==> src/design/assert_macros.svh <==
// Assertion macros shared by the files that check their own logic.
`ifndef ASSERT_MACROS_SVH
`define ASSERT_MACROS_SVH

// Same-cycle implication, checked while out of reset.
`define ASSERT_IMP(lbl, clk, rstn, ante, cons, msg) \
	lbl: assert property (@(posedge clk) disable iff (!rstn) (ante) |-> (cons)) else $error(msg);

// Next-cycle implication, checked while out of reset.
`define ASSERT_NXT(lbl, clk, rstn, ante, cons, msg) \
	lbl: assert property (@(posedge clk) disable iff (!rstn) (ante) |=> (cons)) else $error(msg);

`endif

==> src/design/ecc_pkg.sv <==
// Types, constants and calendar helpers for the epoch calendar converter.
package ecc_pkg;

	localparam int DAYS_W = 17;

	localparam logic [5:0]  SECONDS_IN_MINUTE = 6'd60;
	localparam logic [5:0]  MINS_PER_HOUR = 6'd60;
	localparam logic [5:0]  HOURS_PER_DAY = 6'd24;
	localparam logic [5:0]  DAYS_PER_WEEK = 6'd7;
	localparam logic [31:0] WDAY_OFFSET = 32'd4;
	localparam logic [31:0] SECONDS_IN_DAY = 32'd86400;
	localparam logic [16:0] SECONDS_IN_HOUR = 17'd3600;
	localparam logic [16:0] SECONDS_IN_MINUTE17 = 17'd60;
	localparam logic [8:0]  LEAP_YEAR_LEN = 9'd366;
	localparam logic [8:0]  COMMON_YEAR_LEN = 9'd365;
	localparam logic [3:0]  LAST_MONTH = 4'd12;

	// Rounded-up reciprocals for exact division by a multiply and a shift.
	localparam logic [31:0] RECIP_60 = 32'h8888_8889; // 2^37 / 60
	localparam logic [31:0] RECIP_24 = 32'hAAAA_AAAB; // 2^36 / 24
	localparam logic [31:0] RECIP_7  = 32'h9249_2493; // 2^34 / 7

	// Position of 1970 in the 4, 100 and 400 year leap cycles.
	localparam logic [1:0] BASE_MOD4 = 2'd2;
	localparam logic [6:0] BASE_MOD100 = 7'd70;
	localparam logic [8:0] BASE_MOD400 = 9'd370;
	localparam logic [6:0] LAST_MOD100 = 7'd99;
	localparam logic [8:0] LAST_MOD400 = 9'd399;

	localparam logic OP_BREAK = 1'b0;
	localparam logic OP_MAKE = 1'b1;

	typedef struct packed {
		logic        start;
		logic [31:0] dividend;
		logic [5:0]  divisor;
	} div_req_t;

	typedef struct packed {
		logic        done;
		logic [31:0] quot;
		logic [5:0]  rem;
	} div_rsp_t;

	typedef struct packed {
		logic              start;
		logic              make;
		logic [DAYS_W-1:0] target;
		logic [7:0]        years;
		logic [3:0]        months;
	} walk_req_t;

	typedef struct packed {
		logic              done;
		logic [DAYS_W-1:0] days;
		logic [DAYS_W-1:0] rem;
		logic [7:0]        year;
		logic [3:0]        month;
	} walk_rsp_t;

	function automatic logic [4:0] month_len(input logic [3:0] m, input logic leap);
		logic [4:0] len;
		case (m) inside
			4'd2: len = leap ? 5'd29 : 5'd28;
			4'd4, 4'd6, 4'd9, 4'd11: len = 5'd30;
			default: len = 5'd31;
		endcase
		return len;
	endfunction

endpackage

==> src/design/ecc_div.sv <==
// Shared constant divider: 32-bit dividend by 60, 24 or 7 through a reciprocal multiply.
module ecc_div import ecc_pkg::*; (
	input  logic     clk,
	input  logic     arst_n,
	input  div_req_t req,
	output div_rsp_t rsp
);

	logic        active_q;
	logic        mul_q;
	logic        done_q;
	logic [31:0] dvd_q;
	logic [5:0]  dvs_q;
	logic [63:0] prod_q;
	logic [31:0] quo_q;
	logic [5:0]  rem_q;

	logic [31:0] recip;
	logic [31:0] quot;
	logic [11:0] back;

	// The quotient is the top of the product. The remainder is below 64, so only the low
	// six bits of the dividend minus quotient times divisor are needed. Division by 7 is
	// exact for dividends below about 3.4e9, far above any day count.
	always_comb begin
		case (dvs_q)
			SECONDS_IN_MINUTE: begin
				recip = RECIP_60;
				quot  = {5'd0, prod_q[63:37]};
			end
			HOURS_PER_DAY: begin
				recip = RECIP_24;
				quot  = {4'd0, prod_q[63:36]};
			end
			default: begin
				recip = RECIP_7;
				quot  = {2'd0, prod_q[63:34]};
			end
		endcase
		back = {6'd0, quot[5:0]} * {6'd0, dvs_q};
	end

	always_ff @(posedge clk or negedge arst_n) begin
		if (!arst_n) begin
			active_q <= 1'b0;
			mul_q    <= 1'b0;
			done_q   <= 1'b0;
		end else begin
			active_q <= req.start;
			mul_q    <= active_q;
			done_q   <= mul_q;
		end
	end

	always_ff @(posedge clk) begin
		if (req.start) begin
			dvd_q <= req.dividend;
			dvs_q <= req.divisor;
		end
		if (active_q) prod_q <= {32'd0, dvd_q} * {32'd0, recip};
		if (mul_q) begin
			quo_q <= quot;
			rem_q <= dvd_q[5:0] - back[5:0];
		end
	end

	assign rsp.done = done_q;
	assign rsp.quot = quo_q;
	assign rsp.rem  = rem_q;

endmodule

==> src/design/ecc_walk.sv <==
// Year and month walker with running Gregorian leap-cycle counters.
module ecc_walk import ecc_pkg::*; (
	input  logic      clk,
	input  logic      arst_n,
	input  walk_req_t req,
	output walk_rsp_t rsp
);

	typedef enum logic [2:0] {
		W_IDLE  = 3'b001,
		W_YEAR  = 3'b010,
		W_MONTH = 3'b100
	} walk_state_t;

	walk_state_t st_q;
	logic        done_q;
	logic        make_q;
	logic [DAYS_W-1:0] tgt_q;
	logic [DAYS_W-1:0] days_q;
	logic [DAYS_W-1:0] rem_q;
	logic [7:0]  ylim_q;
	logic [7:0]  yr_q;
	logic [3:0]  mlim_q;
	logic [3:0]  mon_q;
	logic [1:0]  m4_q;
	logic [6:0]  m100_q;
	logic [8:0]  m400_q;

	logic              leap;
	logic [8:0]        ylen;
	logic [4:0]        mlen;
	logic [DAYS_W-1:0] sum_y;
	logic              year_step;

	always_comb begin
		leap  = (m4_q == 2'd0) && ((m100_q != 7'd0) || (m400_q == 9'd0));
		ylen  = leap ? LEAP_YEAR_LEN : COMMON_YEAR_LEN;
		mlen  = month_len(mon_q, leap);
		sum_y = days_q + {{(DAYS_W-9){1'b0}}, ylen};
		year_step = make_q ? (yr_q < ylim_q) : (sum_y <= tgt_q);
	end

	always_ff @(posedge clk or negedge arst_n) begin
		if (!arst_n) begin
			st_q   <= W_IDLE;
			done_q <= 1'b0;
		end else begin
			done_q <= 1'b0;
			case (st_q)
				W_IDLE: begin
					if (req.start) st_q <= W_YEAR;
				end
				W_YEAR: begin
					if (!year_step) st_q <= W_MONTH;
				end
				W_MONTH: begin
					if (make_q) begin
						if (mon_q >= mlim_q) begin
							st_q   <= W_IDLE;
							done_q <= 1'b1;
						end
					end else if ((rem_q < {{(DAYS_W-5){1'b0}}, mlen}) ||
							(mon_q == LAST_MONTH)) begin
						st_q   <= W_IDLE;
						done_q <= 1'b1;
					end
				end
				default: st_q <= W_IDLE;
			endcase
		end
	end

	always_ff @(posedge clk) begin
		case (st_q)
			W_IDLE: begin
				if (req.start) begin
					make_q <= req.make;
					tgt_q  <= req.target;
					ylim_q <= req.years;
					mlim_q <= req.months;
					days_q <= '0;
					rem_q  <= '0;
					yr_q   <= '0;
					mon_q  <= 4'd1;
					m4_q   <= BASE_MOD4;
					m100_q <= BASE_MOD100;
					m400_q <= BASE_MOD400;
				end
			end
			W_YEAR: begin
				if (year_step) begin
					days_q <= sum_y;
					yr_q   <= yr_q + 8'd1;
					m4_q   <= m4_q + 2'd1;
					m100_q <= (m100_q == LAST_MOD100) ? 7'd0 : m100_q + 7'd1;
					m400_q <= (m400_q == LAST_MOD400) ? 9'd0 : m400_q + 9'd1;
				end else begin
					rem_q <= tgt_q - days_q;
				end
			end
			W_MONTH: begin
				if (make_q) begin
					if (mon_q < mlim_q) begin
						days_q <= days_q + {{(DAYS_W-5){1'b0}}, mlen};
						mon_q  <= mon_q + 4'd1;
					end
				end else if (rem_q >= {{(DAYS_W-5){1'b0}}, mlen}) begin
					rem_q <= rem_q - {{(DAYS_W-5){1'b0}}, mlen};
					if (mon_q != LAST_MONTH) mon_q <= mon_q + 4'd1;
				end
			end
			default: ;
		endcase
	end

	assign rsp.done  = done_q;
	assign rsp.days  = days_q;
	assign rsp.rem   = rem_q;
	assign rsp.year  = yr_q;
	assign rsp.month = mon_q;

endmodule

==> src/design/epoch_calendar_converter.sv <==
// Top level of the epoch calendar converter: sequencer, divider, walker and result registers.
//
// A transaction is accepted at a rising edge where start is high and busy is low; the
// operation bit selects break mode (seconds to calendar fields) or make mode (calendar
// fields to seconds). The block then stays busy until its single result is ready.
// The result is held on the output ports, marked by done for exactly one cycle, and
// busy is low again in that same cycle, so a new start may be accepted right then.
// The receiver cannot stall: whatever is on the ports while done is high is the result.
//
// Break mode runs the shared reciprocal-multiply divider four times (by 60, 60, 24 and
// 7 for the weekday), then walks one year per cycle from 1970 and one month per cycle.
// Make mode walks in_year years and in_month - 1 months, one per cycle, with the month
// clamped to 1..12, then registers the constant multiplies and forms the final sum.
// Reset is asynchronous and active low; it returns the sequencer, divider and walker
// to idle and clears done. No transaction is in flight after reset.
`include "assert_macros.svh"

module epoch_calendar_converter import ecc_pkg::*; (
	input  logic        clk,
	input  logic        arst_n,
	input  logic        start,
	output logic        busy,
	input  logic        operation,
	input  logic [31:0] epoch_seconds,
	input  logic [7:0]  in_year,
	input  logic [3:0]  in_month,
	input  logic [4:0]  in_day,
	input  logic [4:0]  in_hour,
	input  logic [5:0]  in_minute,
	input  logic [5:0]  in_second,
	output logic        done,
	output logic [31:0] out_seconds,
	output logic [5:0]  sec_of_minute,
	output logic [5:0]  min_of_hour,
	output logic [4:0]  hour_of_day,
	output logic [2:0]  week_day,
	output logic [4:0]  month_day,
	output logic [3:0]  month_num,
	output logic [7:0]  year_offset
);

	// One-hot sequencer states.
	typedef enum logic [7:0] {
		S_IDLE = 8'b0000_0001,
		S_SEC  = 8'b0000_0010,
		S_MIN  = 8'b0000_0100,
		S_HOUR = 8'b0000_1000,
		S_WDAY = 8'b0001_0000,
		S_WALK = 8'b0010_0000,
		S_MUL  = 8'b0100_0000,
		S_SUM  = 8'b1000_0000
	} seq_state_t;

	seq_state_t state_q;
	logic       kick_q;
	logic       accept;

	// Captured request fields and the working value of the division chain.
	logic        op_q;
	logic [31:0] val_q;
	logic [7:0]  yr_in_q;
	logic [3:0]  mo_in_q;
	logic [4:0]  dy_in_q;
	logic [4:0]  hr_in_q;
	logic [5:0]  mi_in_q;
	logic [5:0]  se_in_q;

	// Intermediate results held between steps.
	logic [5:0]  sec_q;
	logic [5:0]  min_q;
	logic [4:0]  hour_q;
	logic [2:0]  wday_q;
	logic [31:0] day_secs_q;
	logic [16:0] tod_q;

	// Result registers and strobe.
	logic        done_q;
	logic [31:0] out_seconds_q;
	logic [5:0]  sec_of_minute_q;
	logic [5:0]  min_of_hour_q;
	logic [4:0]  hour_of_day_q;
	logic [2:0]  week_day_q;
	logic [4:0]  month_day_q;
	logic [3:0]  month_num_q;
	logic [7:0]  year_offset_q;

	div_req_t  div_req;
	div_rsp_t  div_rsp;
	walk_req_t walk_req;
	walk_rsp_t walk_rsp;

	logic [31:0] day_count;
	logic [16:0] tod_sum;

	assign busy   = (state_q != S_IDLE);
	assign accept = start && !busy;

	// The divider is loaded in the first cycle of each division state; the weekday
	// division works on the day count shifted so that day zero lands on Thursday.
	always_comb begin
		div_req.start    = kick_q && ((state_q == S_SEC) || (state_q == S_MIN) ||
			(state_q == S_HOUR) || (state_q == S_WDAY));
		div_req.dividend = val_q;
		div_req.divisor  = SECONDS_IN_MINUTE;
		case (state_q)
			S_SEC:  div_req.divisor = SECONDS_IN_MINUTE;
			S_MIN:  div_req.divisor = MINS_PER_HOUR;
			S_HOUR: div_req.divisor = HOURS_PER_DAY;
			S_WDAY: begin
				div_req.divisor  = DAYS_PER_WEEK;
				div_req.dividend = val_q + WDAY_OFFSET;
			end
			default: ;
		endcase
	end

	// In break mode the day count after three divisions is below 2^17, which
	// is the walker's target; in make mode the walker sums whole years and months.
	always_comb begin
		walk_req.start  = kick_q && (state_q == S_WALK);
		walk_req.make   = op_q;
		walk_req.target = val_q[DAYS_W-1:0];
		walk_req.years  = yr_in_q;
		walk_req.months = (mo_in_q > LAST_MONTH) ? LAST_MONTH : mo_in_q;
	end

	// Make-mode day index wraps modulo 2^32, so a day field of zero on the first
	// day of 1970 gives minus one day.
	assign day_count = {{(32-DAYS_W){1'b0}}, walk_rsp.days} + {27'd0, dy_in_q} - 32'd1;
	assign tod_sum   = {12'd0, hr_in_q} * SECONDS_IN_HOUR
		+ {11'd0, mi_in_q} * SECONDS_IN_MINUTE17 + {11'd0, se_in_q};

	ecc_div u_div (
		.clk    (clk),
		.arst_n (arst_n),
		.req    (div_req),
		.rsp    (div_rsp)
	);

	ecc_walk u_walk (
		.clk    (clk),
		.arst_n (arst_n),
		.req    (walk_req),
		.rsp    (walk_rsp)
	);

	// Sequencer.
	always_ff @(posedge clk or negedge arst_n) begin
		if (!arst_n) begin
			state_q <= S_IDLE;
			kick_q  <= 1'b0;
			done_q  <= 1'b0;
		end else begin
			kick_q <= 1'b0;
			done_q <= 1'b0;
			case (state_q)
				S_IDLE: begin
					if (accept) begin
						state_q <= (operation == OP_MAKE) ? S_WALK : S_SEC;
						kick_q  <= 1'b1;
					end
				end
				S_SEC: begin
					if (div_rsp.done) begin
						state_q <= S_MIN;
						kick_q  <= 1'b1;
					end
				end
				S_MIN: begin
					if (div_rsp.done) begin
						state_q <= S_HOUR;
						kick_q  <= 1'b1;
					end
				end
				S_HOUR: begin
					if (div_rsp.done) begin
						state_q <= S_WDAY;
						kick_q  <= 1'b1;
					end
				end
				S_WDAY: begin
					if (div_rsp.done) begin
						state_q <= S_WALK;
						kick_q  <= 1'b1;
					end
				end
				S_WALK: begin
					if (walk_rsp.done) begin
						if (op_q == OP_MAKE) begin
							state_q <= S_MUL;
						end else begin
							state_q <= S_IDLE;
							done_q  <= 1'b1;
						end
					end
				end
				S_MUL: state_q <= S_SUM;
				S_SUM: begin
					state_q <= S_IDLE;
					done_q  <= 1'b1;
				end
				default: state_q <= S_IDLE;
			endcase
		end
	end

	// Datapath registers.
	always_ff @(posedge clk) begin
		case (state_q)
			S_IDLE: begin
				if (accept) begin
					op_q    <= operation;
					val_q   <= epoch_seconds;
					yr_in_q <= in_year;
					mo_in_q <= in_month;
					dy_in_q <= in_day;
					hr_in_q <= in_hour;
					mi_in_q <= in_minute;
					se_in_q <= in_second;
				end
			end
			S_SEC: begin
				if (div_rsp.done) begin
					sec_q <= div_rsp.rem;
					val_q <= div_rsp.quot;
				end
			end
			S_MIN: begin
				if (div_rsp.done) begin
					min_q <= div_rsp.rem;
					val_q <= div_rsp.quot;
				end
			end
			S_HOUR: begin
				if (div_rsp.done) begin
					hour_q <= div_rsp.rem[4:0];
					val_q  <= div_rsp.quot;
				end
			end
			S_WDAY: begin
				if (div_rsp.done) wday_q <= div_rsp.rem[2:0] + 3'd1;
			end
			S_WALK: begin
				if (walk_rsp.done) begin
					day_secs_q <= day_count * SECONDS_IN_DAY;
					tod_q      <= tod_sum;
					if (op_q == OP_BREAK) begin
						out_seconds_q   <= '0;
						sec_of_minute_q <= sec_q;
						min_of_hour_q   <= min_q;
						hour_of_day_q   <= hour_q;
						week_day_q      <= wday_q;
						month_day_q     <= walk_rsp.rem[4:0] + 5'd1;
						month_num_q     <= walk_rsp.month;
						year_offset_q   <= walk_rsp.year;
					end
				end
			end
			S_SUM: begin
				out_seconds_q   <= day_secs_q + {15'd0, tod_q};
				sec_of_minute_q <= '0;
				min_of_hour_q   <= '0;
				hour_of_day_q   <= '0;
				week_day_q      <= '0;
				month_day_q     <= '0;
				month_num_q     <= '0;
				year_offset_q   <= '0;
			end
			default: ;
		endcase
	end

	assign done          = done_q;
	assign out_seconds   = out_seconds_q;
	assign sec_of_minute = sec_of_minute_q;
	assign min_of_hour   = min_of_hour_q;
	assign hour_of_day   = hour_of_day_q;
	assign week_day      = week_day_q;
	assign month_day     = month_day_q;
	assign month_num     = month_num_q;
	assign year_offset   = year_offset_q;

	// An accepted transaction always makes the block busy in the next cycle.
	`ASSERT_NXT(a_accept_busy, clk, arst_n, start && !busy, busy, "accept did not raise busy")
	// The result strobe never lasts more than one cycle.
	`ASSERT_NXT(a_done_pulse, clk, arst_n, done, !done, "done held for two cycles")
	// Break results carry a weekday and a month; make results carry neither.
	`ASSERT_IMP(a_mode_fields, clk, arst_n, done, (week_day == 3'd0) == (month_num == 4'd0),
		"weekday and month disagree on mode")
	// Break results report zero seconds.
	`ASSERT_IMP(a_break_secs, clk, arst_n, done && (week_day != 3'd0), out_seconds == 32'd0,
		"break result with nonzero seconds")

endmodule
==> config.mk <==
export PLATFORM = sky130hd
export DESIGN_NAME = epoch_calendar_converter
export DESIGN_NICKNAME = d
export VERILOG_FILES = /design/src/design/ecc_pkg.sv /design/src/design/ecc_div.sv /design/src/design/ecc_walk.sv /design/src/design/epoch_calendar_converter.sv
export VERILOG_INCLUDE_DIRS = /design/src /design/src/design
export SDC_FILE = /design/constraint.sdc
export NUM_CORES = 2
export LEC_CHECK = 0
export BUFFER_PORTS_ARGS = -buffer_cell sky130_fd_sc_hd__buf_2
export CAP_MARGIN = 20
export CORE_MARGIN = 2
export CORE_UTILIZATION = 55
export CTS_CLUSTER_DIAMETER = 100
export DETAILED_ROUTE_END_ITERATION = 10
export GPL_TIMING_DRIVEN = 0
export PLACE_DENSITY = 0.72
export SLEW_MARGIN = 20
export SYNTH_ARGS = -nofsm -noshare
export SYNTH_HDL_FRONTEND = slang
export SYNTH_SLANG_ARGS = --single-unit
==> constraint.sdc <==
create_clock -name clk -period 9.2 [get_ports clk]
set_clock_uncertainty 0.05 [all_clocks]
set_input_delay 0.92 -clock clk [delete_from_list [all_inputs] [get_ports clk]]
set_output_delay 0.92 -clock clk [all_outputs]
set_load 0.02 [all_outputs]
==> results.md <==
- The run finished with clean final reports.
- The final worst-path cycle share is 0.976.
- The routability congestion estimate from global placement is 0.986.
- The clock input transition at the sequential cells of the worst setup and hold paths is 0.06 ns.
- The total global routing overflow is 0.
- The clock passes through at most 3 buffers.
- A synthesized cell averages 10.7 um2.
- The total count of hold-check failures in the final report came to 0.
- The data arrival time of the critical path is 9.26 ns.
- The number of antenna violations at the first check in global routing is 2.
- The horizontal die dimension is 293 um.
- Of the cells placed in the final design, the portion with a size suffix greater than 1 is 0.0789.
- The endpoint type of the worst setup path is a register.
- The die covers 0.0856 mm2.
- The H-tree depth reported by CTS is 2.
- In this run the remaining antenna-violating nets after routing total 0.
- At the pin with the least slew margin, the transition time is 1.02 ns.
- The unique cell type count in the Yosys netlist is 83.
- The most frequently used flop master after synthesis is sky130_fd_sc_hd__edfxtp_1.
- The cell count after synthesis came out at 4267.
- STA classifies the critical path startpoint as a register.
- The average wire per standard cell is 20.6 um.
- The highest cell delay on the worst timing path is 0.67 ns.
- Clock tree synthesis found a total of 411 sinks.
- The vias per cell is 5.43.
- For this block, the initial DRC count from the detailed router was 2111.
- The routing usage on met3 is 0.0358.
- The maximum operating frequency is 111 MHz.
- The start point of the critical path is u_div.dvs_q[1].
- Relative to the synthesized area, the layout overhead comes to 9.41%.
- Max-cap violations in this run came to 0.
- The share of the Yosys chip area taken by registers is 0.268.
- The number of iterations in the first detailed-routing pass is 5.
- The synthesis-stage register bit count is 411.
- The most common cell type on the critical path is sky130_fd_sc_hd__fa_1.
- The share of synthesized flip-flops with an asynchronous set or reset is 0.0414.
- The wire length of the first global-routing pass is 182000 um.
- The path class of the tightest hold or removal check is primary input to async pin.
- The cell row count is 105.
- The I/O pin count is 141.
- The TritonCTS clock tree is yes.
- In this run, synthesis inferred 394 flip-flops with an integrated enable.
- The met1 routing resource usage after global routing is 0.351.
- The time the final worst path needs with I/O delays and setup is 8.98 ns.
- The number of global-route vias before repair came to 32500.
- The busiest layer in global routing is met2.
- The launch point of the worst reg-to-reg path is u_div.dvs_q[1].
- The final number of max-transition violations came to 0.
- The cell with the largest stage delay on the worst path is sky130_fd_sc_hd__nor2_1.
- The TritonCTS buffer count is 43.
- In this run the clock root is driven by a sky130_fd_sc_hd__clkbuf_16.
- Entering global routing, the biggest net connects 50 pins.
- Setup repair after global routing left no endpoint under its margin.
- The final layout contains 5846 nets.
- The worst relative slew slack is 0.321.
- The y dimension of the die is 293 um.
- For this configuration, the core starts out at a cell density of 0.557.
- The required time at the endpoint of the critical path is 9.47 ns.
- Port buffering added 140 buffers.
- The vias after detailed routing is 30900.
- The HPWL reported at the end of detailed placement is 101000 um.
- For this run, global-route usage on met2 was measured as 0.479.
- The floorplan step defined a core boundary enclosing 0.0822 mm2.
- The kind of critical path is register to register.
- The final setup violation count is 0.
- In the global route stage, overall resource usage came out at 0.280.
- The synthesized area is 0.0458 mm2.
- The final layout contains routed wiring with a total length of 117000 um.
- For this run, design rule violations remaining after detail routing come to 0.
- The quantity of hold-fixing buffers added after cts is 0.
- The count of yosys warnings during synthesis is 0.
- The top fanout value on the critical path is 10.
- The final core utilization is 0.609.
- The clock latency on the worst-skew pair is 0.58 ns.
per-stage QoR:
| stage | instance area (um2) | hold slack [ns] | setup TNS [ns] | setup slack (ns) | std cells |
|---|---|---|---|---|---|
| after global routing | 50100 | 0.233 | 0 | 0.00297 | 5685 |
| after global placement | 48200 | 0.351 | -39.06 | -1.77 | 5580 |
| after floorplan | 46200 | 0.350 | 0 | 0.864 | 4370 |
| final | 50100 | 0.230 | 0 | 0.217 | 5685 |
| after detailed placement | 48500 | 0.355 | -40.81 | -1.84 | 5595 |
| after CTS | 50000 | 0.216 | 0 | 0.00633 | 5677 |
path summary, 6_finish.rpt:
kind                                    end  slack (ns)  depth (start not counted)
setup reg to reg           u_div.prod_q[63]        0.22                         26
setup / recovery           u_div.prod_q[63]        0.22                         26
hold reg to reg            u_walk.ylim_q[6]        0.37                          0
hold / removal               u_walk.st_q[1]        0.23                          1
min in group clk           u_walk.ylim_q[6]        0.37                          0
max in group asynchronous       u_div.mul_q        8.52                          1
cells by family after synthesis:
kind of cell    synth area share
buf+inv                   0.0889
other cells             0.000164
flops                      0.268
compound gates            0.0721
fa+ha+maj                  0.428
simple gates              0.0859
mux                      0.00787
xor+xnor                  0.0495
final cells by class:
| cell class | count | area (um2) |
|---|---|---|
| antenna | 1 | 2.50 |
| buffer | 66 | 333 |
| clock buffer | 60 | 1170 |
| clock inverter | 19 | 250 |
| fill | 6760 | 32100 |
| inverter | 1014 | 3810 |
| multi-input combinational | 2878 | 30000 |
| sequential | 411 | 12300 |
| tap | 1070 | 1340 |
| timing repair buffer | 166 | 986 |
worst max-delay path: cells and delay by family, from the launching register on:
kind                       cells  cell delay [ns]
AOI/OAI and AO/OA              5             0.95
adders and majority gates      8             4.02
DFF                            1             0.42
and+or+nand+nor                8             2.67
buffers and inverters          4             0.51
xor gates and xnor gates       1             0.11
cell usage after synthesis (79+ instances only):
library cell / number / area [um2]
sky130_fd_sc_hd__fa_1: 617 / 12400
sky130_fd_sc_hd__edfxtp_1: 394 / 11800
sky130_fd_sc_hd__xor2_1: 92 / 806
sky130_fd_sc_hd__ha_1: 579 / 7240
sky130_fd_sc_hd__a21o_1: 79 / 593
sky130_fd_sc_hd__and2_1: 122 / 763
sky130_fd_sc_hd__nand2_1: 204 / 766
sky130_fd_sc_hd__o21ai_0: 88 / 440
sky130_fd_sc_hd__xnor2_1: 167 / 1460
sky130_fd_sc_hd__a21oi_1: 122 / 611
sky130_fd_sc_hd__inv_1: 1013 / 3800
sky130_fd_sc_hd__nor2_1: 171 / 642
sequential cells by signal (all words and copies together) (netlist names), 9 cells and up:
register	count
u_div.quo_q	30
tod_q	17
day_secs_q	25
u_walk.days_q	17
val_q	32
u_div.dvd_q	32
u_walk.m400_q	9
u_walk.rem_q	17
out_seconds	32
u_div.prod_q	30
u_walk.tgt_q	17
repair_timing:
action                     CTS  global route
buffers inserted             3             8
setup endpoints to repair   30            20
pin swaps                    1             2
gates resized for setup     30            32
layout by cell type (no fill, tap or decap), types with 105 or more instances in the layout:
master	Yosys	routed
sky130_fd_sc_hd__inv_1	1013	1012
sky130_fd_sc_hd__fa_1	617	617
sky130_fd_sc_hd__ha_1	579	576
sky130_fd_sc_hd__edfxtp_1	394	394
sky130_fd_sc_hd__nand2_1	204	203
sky130_fd_sc_hd__nor2_1	171	170
sky130_fd_sc_hd__xnor2_1	167	167
sky130_fd_sc_hd__buf_2	2	146
sky130_fd_sc_hd__a21oi_1	122	121
sky130_fd_sc_hd__and2_1	122	120
sky130_fd_sc_hd__conb_1	2	105
routing by layer:
metal,share of wire,up-vias
li1,-,14300
met1,0.40,15200
met2,0.48,1018
met3,0.060,288
met4,0.061,2
met5,0.00012,-
Power is left out: the tool's default activity adds up to more than one toggle a clock period on the data nets, which glitch-free logic cannot reach.
